`src/hw/rtl/sjfs_pkg.sv`:
```
// Shared types, widths and saturating time helpers for the SJF scheduler.
package sjfs_pkg;

    // Default capacity of the job chain.
    localparam int MAX_JOBS_DEF = 16;

    // Fixed field widths of the job and result words.
    localparam int ARR_W     = 16;
    localparam int BURST_W   = 16;
    localparam int TIME_W    = 21;
    localparam int OUT_IDX_W = 4;

    localparam logic [TIME_W-1:0] TIME_MAX = {TIME_W{1'b1}};

    // Controller states.
    typedef enum logic [1:0] {
        ST_LOAD,
        ST_SCAN,
        ST_DECIDE,
        ST_EMIT
    } t_state;

    // Control from the sequencer to the selection unit.
    typedef struct packed {
        logic clear;
        logic step;
    } t_scan_ctl;

    // Time plus burst, held at the top of the time range.
    function automatic logic [TIME_W-1:0] sat_add(input logic [TIME_W-1:0] a,
                                                  input logic [BURST_W-1:0] b);
        logic [TIME_W:0] sum;
        sum = {1'b0, a} + {{(TIME_W + 1 - BURST_W){1'b0}}, b};
        return sum[TIME_W] ? TIME_MAX : sum[TIME_W-1:0];
    endfunction

    // Difference that stops at zero instead of wrapping.
    function automatic logic [TIME_W-1:0] sat_sub(input logic [TIME_W-1:0] a,
                                                  input logic [TIME_W-1:0] b);
        return (a > b) ? (a - b) : '0;
    endfunction

endpackage

```
`src/hw/rtl/sjfs_cell.sv`:
```
// One job cell of the scheduler chain: holds a job and passes it to its neighbor.
module sjfs_cell #(
    parameter int IDX_W = 4
) (
    input  logic                        i_clk,
    input  logic                        i_rst_n,
    input  logic                        i_shift,
    input  logic                        i_clear,
    input  logic                        i_valid,
    input  logic                        i_done,
    input  logic [sjfs_pkg::ARR_W-1:0]   i_arr,
    input  logic [sjfs_pkg::BURST_W-1:0] i_burst,
    input  logic [IDX_W-1:0]            i_idx,
    output logic                        o_valid,
    output logic                        o_done,
    output logic [sjfs_pkg::ARR_W-1:0]   o_arr,
    output logic [sjfs_pkg::BURST_W-1:0] o_burst,
    output logic [IDX_W-1:0]            o_idx
);

    logic                        r_valid;
    logic                        r_done;
    logic [sjfs_pkg::ARR_W-1:0]   r_arr;
    logic [sjfs_pkg::BURST_W-1:0] r_burst;
    logic [IDX_W-1:0]            r_idx;

    // Occupancy and completion flags are cleared by reset and at the end of a run.
    always_ff @(posedge i_clk) begin
        if (!i_rst_n || i_clear) begin
            r_valid <= 1'b0;
            r_done  <= 1'b0;
        end else if (i_shift) begin
            r_valid <= i_valid;
            r_done  <= i_done;
        end
    end

    // Job payload moves with the chain and needs no reset.
    always_ff @(posedge i_clk) begin
        if (i_shift) begin
            r_arr   <= i_arr;
            r_burst <= i_burst;
            r_idx   <= i_idx;
        end
    end

    assign o_valid = r_valid;
    assign o_done  = r_done;
    assign o_arr   = r_arr;
    assign o_burst = r_burst;
    assign o_idx   = r_idx;

endmodule

```
`src/hw/rtl/sjfs_sel.sv`:
```
// Selection unit: watches the job at the head of the chain during one full pass.
module sjfs_sel #(
    parameter int IDX_W = 4
) (
    input  logic                        i_clk,
    input  logic                        i_rst_n,
    input  sjfs_pkg::t_scan_ctl          i_ctl,
    input  logic [sjfs_pkg::TIME_W-1:0]  i_now,
    input  logic                        i_valid,
    input  logic                        i_done,
    input  logic [sjfs_pkg::ARR_W-1:0]   i_arr,
    input  logic [sjfs_pkg::BURST_W-1:0] i_burst,
    input  logic [IDX_W-1:0]            i_idx,
    output logic                        o_found,
    output logic [IDX_W-1:0]            o_best_idx,
    output logic [sjfs_pkg::ARR_W-1:0]   o_best_arr,
    output logic [sjfs_pkg::BURST_W-1:0] o_best_burst,
    output logic                        o_any,
    output logic [sjfs_pkg::ARR_W-1:0]   o_min_arr
);

    logic                        r_found;
    logic [IDX_W-1:0]            r_best_idx;
    logic [sjfs_pkg::ARR_W-1:0]   r_best_arr;
    logic [sjfs_pkg::BURST_W-1:0] r_best_burst;
    logic                        r_any;
    logic [sjfs_pkg::ARR_W-1:0]   r_min_arr;

    logic pending;
    logic eligible;
    logic better;
    logic earlier;

    // A pending job is eligible once it has arrived; shorter burst wins, then lower index.
    always_comb begin
        pending  = i_valid && !i_done;
        eligible = pending &&
                   ({{(sjfs_pkg::TIME_W - sjfs_pkg::ARR_W){1'b0}}, i_arr} <= i_now);
        better   = !r_found || (i_burst < r_best_burst) ||
                   ((i_burst == r_best_burst) && (i_idx < r_best_idx));
        earlier  = !r_any || (i_arr < r_min_arr);
    end

    // Flags of the running pass.
    always_ff @(posedge i_clk) begin
        if (!i_rst_n || i_ctl.clear) begin
            r_found <= 1'b0;
            r_any   <= 1'b0;
        end else if (i_ctl.step) begin
            if (eligible && better) begin
                r_found <= 1'b1;
            end
            if (pending && earlier) begin
                r_any <= 1'b1;
            end
        end
    end

    // Best candidate and earliest pending arrival seen so far.
    always_ff @(posedge i_clk) begin
        if (i_ctl.step && !i_ctl.clear) begin
            if (eligible && better) begin
                r_best_idx   <= i_idx;
                r_best_arr   <= i_arr;
                r_best_burst <= i_burst;
            end
            if (pending && earlier) begin
                r_min_arr <= i_arr;
            end
        end
    end

    assign o_found      = r_found;
    assign o_best_idx   = r_best_idx;
    assign o_best_arr   = r_best_arr;
    assign o_best_burst = r_best_burst;
    assign o_any        = r_any;
    assign o_min_arr    = r_min_arr;

endmodule

```
`src/hw/rtl/sjf_nonpreemptive_scheduler.sv`:
```
// Top level of the non-preemptive shortest-job-first scheduler.
//
// Usage: jobs enter one word at a time on the input channel (i_in_valid /
// o_in_ready) with an arrival time and a burst length; i_last_job marks the
// final job of a set. Jobs are kept in a chain of MAX_JOBS cells in load
// order; jobs beyond MAX_JOBS are dropped. After the last job the block
// schedules the set from time zero and returns one result word per job on
// the output channel (o_out_valid / i_out_ready), in execution order, with
// o_last_result on the final one. The input channel is closed from the last
// job until the final result has been placed in the output register.
// Each decision rotates the whole chain once past the selection unit; when no
// job has arrived yet, time jumps to the earliest pending arrival and one
// more pass follows.
// Reset empties the chain and the output register. A stalled receiver holds
// the output word; the block finishes the next decision and then waits.
module sjf_nonpreemptive_scheduler #(
    parameter int MAX_JOBS = sjfs_pkg::MAX_JOBS_DEF
) (
    input  logic                          i_clk,
    input  logic                          i_rst_n,
    input  logic                          i_in_valid,
    output logic                          o_in_ready,
    input  logic [sjfs_pkg::ARR_W-1:0]     i_arrival_time,
    input  logic [sjfs_pkg::BURST_W-1:0]   i_burst_time,
    input  logic                          i_last_job,
    output logic                          o_out_valid,
    input  logic                          i_out_ready,
    output logic [sjfs_pkg::OUT_IDX_W-1:0] o_job_index,
    output logic [sjfs_pkg::TIME_W-1:0]    o_start_time,
    output logic [sjfs_pkg::TIME_W-1:0]    o_completion_time,
    output logic [sjfs_pkg::TIME_W-1:0]    o_turnaround_time,
    output logic [sjfs_pkg::TIME_W-1:0]    o_waiting_time,
    output logic                          o_last_result
);

    localparam int IDX_W = $clog2(MAX_JOBS);
    localparam int CNT_W = $clog2(MAX_JOBS + 1);
    localparam int TW    = sjfs_pkg::TIME_W;

    sjfs_pkg::t_state r_state;
    sjfs_pkg::t_state n_state;

    logic [CNT_W-1:0] r_loaded;
    logic [CNT_W-1:0] r_emitted;
    logic [IDX_W-1:0] r_scan_cnt;
    logic [TW-1:0]    r_now;
    logic [TW-1:0]    r_fin;
    logic             r_mark_vld;
    logic [IDX_W-1:0] r_mark_idx;

    logic                            r_out_valid;
    logic [sjfs_pkg::OUT_IDX_W-1:0]  r_job_index;
    logic [TW-1:0]                   r_start;
    logic [TW-1:0]                   r_compl;
    logic [TW-1:0]                   r_tat;
    logic [TW-1:0]                   r_wait;
    logic                            r_last;

    // Chain taps.
    logic                        c_valid [MAX_JOBS];
    logic                        c_done  [MAX_JOBS];
    logic [sjfs_pkg::ARR_W-1:0]   c_arr   [MAX_JOBS];
    logic [sjfs_pkg::BURST_W-1:0] c_burst [MAX_JOBS];
    logic [IDX_W-1:0]            c_idx   [MAX_JOBS];

    logic                        in_valid;
    logic                        in_done;
    logic [sjfs_pkg::ARR_W-1:0]   in_arr;
    logic [sjfs_pkg::BURST_W-1:0] in_burst;
    logic [IDX_W-1:0]            in_idx;

    logic                        head_done;
    logic                        sel_found;
    logic [IDX_W-1:0]            sel_idx;
    logic [sjfs_pkg::ARR_W-1:0]   sel_arr;
    logic [sjfs_pkg::BURST_W-1:0] sel_burst;
    logic                        sel_any;
    logic [sjfs_pkg::ARR_W-1:0]   sel_min_arr;

    sjfs_pkg::t_scan_ctl sel_ctl;

    logic in_fire;
    logic full;
    logic load_fire;
    logic sched_start;
    logic scan_last;
    logic out_free;
    logic emit_fire;
    logic last_emit;
    logic run_end;
    logic chain_shift;
    logic [CNT_W-1:0] emitted_inc;
    logic [TW-1:0]    tat_val;

    // Handshake and sequencing conditions.
    always_comb begin
        in_fire     = i_in_valid && o_in_ready;
        full        = (r_loaded == CNT_W'(MAX_JOBS));
        load_fire   = in_fire && !full;
        sched_start = in_fire && i_last_job;
        scan_last   = (r_scan_cnt == IDX_W'(MAX_JOBS - 1));
        out_free    = !r_out_valid || i_out_ready;
        emitted_inc = r_emitted + CNT_W'(1);
        last_emit   = (emitted_inc == r_loaded);
    end

    // Next-state logic.
    always_comb begin
        n_state = r_state;
        case (r_state)
            sjfs_pkg::ST_LOAD: begin
                if (sched_start) begin
                    n_state = sjfs_pkg::ST_SCAN;
                end
            end
            sjfs_pkg::ST_SCAN: begin
                if (scan_last) begin
                    n_state = sjfs_pkg::ST_DECIDE;
                end
            end
            sjfs_pkg::ST_DECIDE: begin
                if (sel_found) begin
                    n_state = sjfs_pkg::ST_EMIT;
                end else if (sel_any) begin
                    n_state = sjfs_pkg::ST_SCAN;
                end else begin
                    n_state = sjfs_pkg::ST_LOAD;
                end
            end
            sjfs_pkg::ST_EMIT: begin
                if (out_free) begin
                    n_state = last_emit ? sjfs_pkg::ST_LOAD : sjfs_pkg::ST_SCAN;
                end
            end
            default: begin
                n_state = sjfs_pkg::ST_LOAD;
            end
        endcase
    end

    // State-dependent controls.
    always_comb begin
        o_in_ready    = 1'b0;
        chain_shift   = 1'b0;
        sel_ctl.clear = 1'b0;
        sel_ctl.step  = 1'b0;
        emit_fire     = 1'b0;
        run_end       = 1'b0;
        case (r_state)
            sjfs_pkg::ST_LOAD: begin
                o_in_ready    = 1'b1;
                chain_shift   = load_fire;
                sel_ctl.clear = 1'b1;
            end
            sjfs_pkg::ST_SCAN: begin
                chain_shift  = 1'b1;
                sel_ctl.step = 1'b1;
            end
            sjfs_pkg::ST_DECIDE: begin
                run_end = !sel_found && !sel_any;
            end
            sjfs_pkg::ST_EMIT: begin
                sel_ctl.clear = 1'b1;
                emit_fire     = out_free;
                run_end       = out_free && last_emit;
            end
            default: begin
                o_in_ready = 1'b0;
            end
        endcase
    end

    // The head job gets its done flag when it is the job just scheduled.
    assign head_done = c_done[MAX_JOBS-1] ||
                       (r_mark_vld && (c_idx[MAX_JOBS-1] == r_mark_idx));

    // Cell zero takes a new job while loading and the head job while rotating.
    always_comb begin
        if (r_state == sjfs_pkg::ST_LOAD) begin
            in_valid = 1'b1;
            in_done  = 1'b0;
            in_arr   = i_arrival_time;
            in_burst = i_burst_time;
            in_idx   = r_loaded[IDX_W-1:0];
        end else begin
            in_valid = c_valid[MAX_JOBS-1];
            in_done  = head_done;
            in_arr   = c_arr[MAX_JOBS-1];
            in_burst = c_burst[MAX_JOBS-1];
            in_idx   = c_idx[MAX_JOBS-1];
        end
    end

    // The chain of job cells.
    for (genvar g = 0; g < MAX_JOBS; g++) begin : g_cell
        if (g == 0) begin : g_first
            sjfs_cell #(.IDX_W(IDX_W)) u_cell (
                .i_clk   (i_clk),
                .i_rst_n (i_rst_n),
                .i_shift (chain_shift),
                .i_clear (run_end),
                .i_valid (in_valid),
                .i_done  (in_done),
                .i_arr   (in_arr),
                .i_burst (in_burst),
                .i_idx   (in_idx),
                .o_valid (c_valid[g]),
                .o_done  (c_done[g]),
                .o_arr   (c_arr[g]),
                .o_burst (c_burst[g]),
                .o_idx   (c_idx[g])
            );
        end else begin : g_rest
            sjfs_cell #(.IDX_W(IDX_W)) u_cell (
                .i_clk   (i_clk),
                .i_rst_n (i_rst_n),
                .i_shift (chain_shift),
                .i_clear (run_end),
                .i_valid (c_valid[g-1]),
                .i_done  (c_done[g-1]),
                .i_arr   (c_arr[g-1]),
                .i_burst (c_burst[g-1]),
                .i_idx   (c_idx[g-1]),
                .o_valid (c_valid[g]),
                .o_done  (c_done[g]),
                .o_arr   (c_arr[g]),
                .o_burst (c_burst[g]),
                .o_idx   (c_idx[g])
            );
        end
    end

    // Selection over one pass of the chain.
    sjfs_sel #(.IDX_W(IDX_W)) u_sel (
        .i_clk        (i_clk),
        .i_rst_n      (i_rst_n),
        .i_ctl        (sel_ctl),
        .i_now        (r_now),
        .i_valid      (c_valid[MAX_JOBS-1]),
        .i_done       (head_done),
        .i_arr        (c_arr[MAX_JOBS-1]),
        .i_burst      (c_burst[MAX_JOBS-1]),
        .i_idx        (c_idx[MAX_JOBS-1]),
        .o_found      (sel_found),
        .o_best_idx   (sel_idx),
        .o_best_arr   (sel_arr),
        .o_best_burst (sel_burst),
        .o_any        (sel_any),
        .o_min_arr    (sel_min_arr)
    );

    // Sequencer registers.
    always_ff @(posedge i_clk) begin
        if (!i_rst_n) begin
            r_state    <= sjfs_pkg::ST_LOAD;
            r_loaded   <= '0;
            r_emitted  <= '0;
            r_scan_cnt <= '0;
            r_now      <= '0;
            r_mark_vld <= 1'b0;
        end else begin
            r_state <= n_state;

            if (run_end) begin
                r_loaded <= '0;
            end else if (load_fire) begin
                r_loaded <= r_loaded + CNT_W'(1);
            end

            if (sched_start) begin
                r_emitted <= '0;
            end else if (emit_fire) begin
                r_emitted <= emitted_inc;
            end

            if (r_state == sjfs_pkg::ST_SCAN && !scan_last) begin
                r_scan_cnt <= r_scan_cnt + IDX_W'(1);
            end else begin
                r_scan_cnt <= '0;
            end

            if (sched_start || run_end) begin
                r_now <= '0;
            end else if (r_state == sjfs_pkg::ST_DECIDE && !sel_found && sel_any) begin
                r_now <= {{(TW - sjfs_pkg::ARR_W){1'b0}}, sel_min_arr};
            end else if (emit_fire) begin
                r_now <= r_fin;
            end

            if (run_end) begin
                r_mark_vld <= 1'b0;
            end else if (r_state == sjfs_pkg::ST_DECIDE && sel_found) begin
                r_mark_vld <= 1'b1;
            end
        end
    end

    // Chosen job and its completion time.
    always_ff @(posedge i_clk) begin
        if (r_state == sjfs_pkg::ST_DECIDE && sel_found) begin
            r_mark_idx <= sel_idx;
            r_fin      <= sjfs_pkg::sat_add(r_now, sel_burst);
        end
    end

    assign tat_val = sjfs_pkg::sat_sub(r_fin, {{(TW - sjfs_pkg::ARR_W){1'b0}}, sel_arr});

    // Output register.
    always_ff @(posedge i_clk) begin
        if (!i_rst_n) begin
            r_out_valid <= 1'b0;
        end else if (emit_fire) begin
            r_out_valid <= 1'b1;
        end else if (i_out_ready) begin
            r_out_valid <= 1'b0;
        end
    end

    always_ff @(posedge i_clk) begin
        if (emit_fire) begin
            r_job_index <= sjfs_pkg::OUT_IDX_W'(sel_idx);
            r_start     <= r_now;
            r_compl     <= r_fin;
            r_tat       <= tat_val;
            r_wait      <= sjfs_pkg::sat_sub(tat_val,
                               {{(TW - sjfs_pkg::BURST_W){1'b0}}, sel_burst});
            r_last      <= last_emit;
        end
    end

    assign o_out_valid       = r_out_valid;
    assign o_job_index       = r_job_index;
    assign o_start_time      = r_start;
    assign o_completion_time = r_compl;
    assign o_turnaround_time = r_tat;
    assign o_waiting_time    = r_wait;
    assign o_last_result     = r_last;

endmodule

```
`config.mk`:
```
export PLATFORM = sky130hd
export DESIGN_NAME = sjf_nonpreemptive_scheduler
export DESIGN_NICKNAME = d
export VERILOG_FILES = /design/src/hw/rtl/sjfs_pkg.sv /design/src/hw/rtl/sjfs_cell.sv /design/src/hw/rtl/sjfs_sel.sv /design/src/hw/rtl/sjf_nonpreemptive_scheduler.sv
export SDC_FILE = /design/constraint.sdc
export NUM_CORES = 1
export LEC_CHECK = 0
export ABC_AREA = 1
export BUFFER_PORTS_ARGS = -buffer_cell sky130_fd_sc_hd__buf_4
export CORE_MARGIN = 2
export CORE_UTILIZATION = 61
export DETAILED_ROUTE_END_ITERATION = 7
export PLACE_DENSITY = 0.8
export SLEW_MARGIN = 5
export SYNTH_ARGS = -nofsm -noshare
export SYNTH_HDL_FRONTEND = slang
export SYNTH_SLANG_ARGS = --single-unit
```
`constraint.sdc`:
```
create_clock -name i_clk -period 22.2 [get_ports i_clk]
set_input_delay 1.11 -clock i_clk [delete_from_list [all_inputs] [get_ports i_clk]]
set_output_delay 1.11 -clock i_clk [all_outputs]
set_load 0.03 [all_outputs]
```
==> results.md <==
* Status: finished, final reports clean
* Worst-margin pin slew at ~1.2 ns
* Final Cycle Share at 0.3417
* Clock latency on the worst-skew pair at roughly 0.61 ns
* Simple-gate area share of the yosys netlist at 0.08762
* # H-tree levels at 3
* GR Util All Layers at 0.2435
* Clock buffer depth at 3
* Ys async rst share at 0
* MaxCap Viol Count at 0
* Sw Share at 0.2618
* # rows at a little over 80
* Antenna diode count at 0
* Synth Warn # at 0
* Design Area, Final at between 30000 and 40000 sq um
* FF+latch count, synth at 815
* Syn_area_per_cell at 14.87 sq um
* Core area at between 40000 and 50000 sq um
* Fraction of synthesized area in multiplexers at 0
* Synth top area share at 0.7333
* Capturing point of the worst reg2reg path: g_cell[13].g_rest.u_cell.o_arr[10]
* Post-synthesis cell area at between 30000 and 40000 sq um
* Number of global-route vias before repair at ~16000
* RSZ-0062 raised after global routing: false
* Max Fclk at between 100 and 150 MHz
* Mapped Cells at about 2000
* Post-layout minimum cycle time at about 7.6 ns
* HP Class: reg2reg
* Grt ovf at 0
* Post-CTS setup buffer count at 0
* WS Path Type: reg2reg
* Worst setup endpoint: g_cell[13].g_rest.u_cell.o_arr[10]
* WL/cell at ~21 microns
* Startpoint Class: register
* Clock Power Share at 0.283
* Arr. time, crit path at around 8 ns
* Routability congestion estimate from global placement at about 0.91
* Hold Vio Cnt, Final at 0
* Die ar. at just over 50000 sq um
* Critical path launch point: r_state[1]
* R2R setup slack at 14.62 ns
* Final Non-Filler Cells at around 2900
* Die X at about 230 microns
* Total CTS buffers at 76
* Layout Nets at 2373
* Commonest cells in the netlist: edfxtp_1, nand2_1, inv_1
* Placed Area at roughly 32000 sq um
* Gate power share at 0.114
* Initial Util at 0.6195
* 1st-pass router iterations at 6
* Setup TNS at 0 ns
* Launching point of the worst reg2reg path: r_state[1]
* Area leader, netlist: edfxtp_1
* Pwr dens at 134.1 nW/um^2
* Synth Area in Adders at 0.04562
* Crit path max-delay cell type: nand2_4
* Clock sink count at about 820
* VDD IR max at 0.0002265 V
* Area Overhead vs Synth at 14.07%
* Synth top area cells: edfxtp_1, dfxtp_1, ha_1
* Seq/Total Area, Yosys at 0.7814
* CTS tree: done
* Post-Synth XOR/XNOR Area at 0.01384
* WL final at about 62 mm
* Psw at ~1.2 mW
* Unique masters post-synth at 51
* Initial DRC count at 1683
* Utilization after layout at 0.7067
* Lkg Pwr at between 10 and 15 nW
* Pint at between 3 and 4 mW
* Mapped Nets at about 2200
* Top FF cell, synth: edfxtp_1
* Synth Area in Compound Gates at 0.04365
* Resized Gates After CTS at 0
* Dpl hpwl at ~39 mm
* # hold bufs at CTS at 0
* DRC at 0
* CP Capture Type: register
* Crit-path cells: inv_1, ha_1, clkinv_1, nand2_4, buf_4, buf_4, buf_4, buf_4, buf_12
* Post-route ant nets at 0
* Largest family of logic cells by synthesized area: simple AND/OR/NAND/NOR gates
* First-pass GRT wire length at about 93 mm
* Share of power burned in registers at 0.603
* Count leader, synth: edfxtp_1
* Cells after DPL at between 2000 and 3000
* Largest net degree at the start of global routing at between 150 and 200
* Cell repeated most along the worst path: buf_4
* Initial antenna violation count at 4
* Crit-path max FO at between 150 and 200
* CP Data Required Time at ~22 ns
* Max incr delay on CP at 1.04 ns
* Clock Pin Slew Worst Setup and Hold Paths at around 0.070 ns
* I/O pin count at roughly 130
* Slew margin rel. at 0.1693
* Hold Slack at 0.3974 ns
* Share of layout cells above drive strength 1 at 0.1352
* Die H at between 200 and 250 microns
* Worst r2r path cells at 9
* Max Clock Skew at about 0.023 ns
* Vias per inst at approximately 5.6
* Setup Viol. Count Final at 0
* Final Max Tran Viols at 0
* Number of synthesized flops with an enable pin at between 700 and 800
* Via count at 16460
* CTS Root Cell: clkbuf_16
* Port-buffer cells at ~130
[sequential cells by signal, summed over array words and instances, names as in the netlist, 4 cells and up]
| register | flops |
|---|---|
| u_sel.o_best_arr | 16 |
| g_cell.g_rest.u_cell.o_arr | 240 |
| u_sel.o_min_arr | 16 |
| u_sel.o_best_idx | 4 |
| g_cell.g_first.u_cell.o_burst | 16 |
| o_completion_time | 21 |
| r_now | 21 |
| r_fin | 21 |
| g_cell.g_rest.u_cell.o_done | 15 |
| o_waiting_time | 21 |
| r_mark_idx | 4 |
| r_scan_cnt | 4 |
| r_loaded | 5 |
| u_sel.o_best_burst | 16 |
| g_cell.g_rest.u_cell.o_valid | 15 |
| o_start_time | 21 |
| g_cell.g_rest.u_cell.o_burst | 240 |
| g_cell.g_first.u_cell.o_idx | 4 |
| g_cell.g_rest.u_cell.o_idx | 60 |
| o_job_index | 4 |
| o_turnaround_time | 21 |
| r_emitted | 5 |
| g_cell.g_first.u_cell.o_arr | 16 |
[per-layer routing]
metal / GRT usage / wire length, microns / vias to the layer above
li1: - / - / 7680
met1: 0.3372 / 26460 / 8015
met2: 0.3821 / 29040 / 603
met3: 0.04414 / 3578 / 158
met4: 0.1115 / 2480 / 4
met5: 0 / 22 / -
[stage by stage]
| stage | setup slack, ns | total power, mW |
|---|---|---|
| floorplan | 4.035 | 3.364 |
| global placement | 15.03 | 3.263 |
| detailed placement | 14.68 | 3.325 |
| CTS | 14.65 | 4.693 |
| global route | 13.95 | 4.850 |
| finish | 14.62 | 4.649 |
[layout by cell type (no fill, tap or decap), types with 18 or more instances in the layout]
cell type,instances
edfxtp_1,742
nor3_1,29
clkbuf_16,79
nand3_1,81
nand2_1,339
a21oi_1,111
nor2_1,93
xor2_1,30
ha_1,105
clkinv_1,18
o21ai_0,75
xnor2_1,18
dfxtp_1,73
inv_1,179
buf_4,139
[cells by family after synthesis]
group,Yosys count
AO/OA/AOI/OAI,240
XOR/XNOR,48
adder cells (fa/ha/maj),109
buffers and inverters,220
flip-flops,815
AND/OR/NAND/NOR,612
[worst min path at each step]
stage,depth (start not counted),start,slack (ns),end
3_3_place_gp,0,g_cell[3].g_rest.u_cell.o_arr[0],0.40,g_cell[4].g_rest.u_cell.o_arr[0]
6_report,0,g_cell[6].g_rest.u_cell.o_idx[2],0.40,g_cell[7].g_rest.u_cell.o_idx[2]
5_1_grt,0,g_cell[1].g_rest.u_cell.o_idx[2],0.41,g_cell[2].g_rest.u_cell.o_idx[2]
3_5_place_dp,0,g_cell[10].g_rest.u_cell.o_arr[7],0.40,g_cell[11].g_rest.u_cell.o_arr[7]
2_1_floorplan,0,g_cell[9].g_rest.u_cell.o_arr[0],0.40,g_cell[10].g_rest.u_cell.o_arr[0]
4_1_cts,0,g_cell[6].g_rest.u_cell.o_idx[2],0.40,g_cell[7].g_rest.u_cell.o_idx[2]
[area by class of cell]
cell class              count  area [sq um]
well taps                 664         830.8
fillers                  3131         14390
multi-input cells        1009          5824
clock buffers              90          2038
inverters                 185         699.4
flip-flops and latches    815         23740
clock inverters            46         464.2
repair buffers            140          1064
[power groups by stage]
stage               Sequential (mW)  Clock [mW]  Combinational, mW
detailed placement             2.80           0              0.520
CTS                            2.82        1.34              0.531
floorplan                      3.03           0              0.331
finish                         2.81        1.31              0.530
global route                   2.87        1.40              0.589
global placement               2.77           0              0.497
[worst max-delay path: cells and delay by family, from the launching register on]
family                   cells  cell delay [ns]
AND/OR/NAND/NOR              1             1.04
adder cells (fa/ha/maj)      1             0.21
flip-flops                   1             0.35
buffers and inverters        7             5.27
No activity file was read; power rests on OpenSTA's default activity.
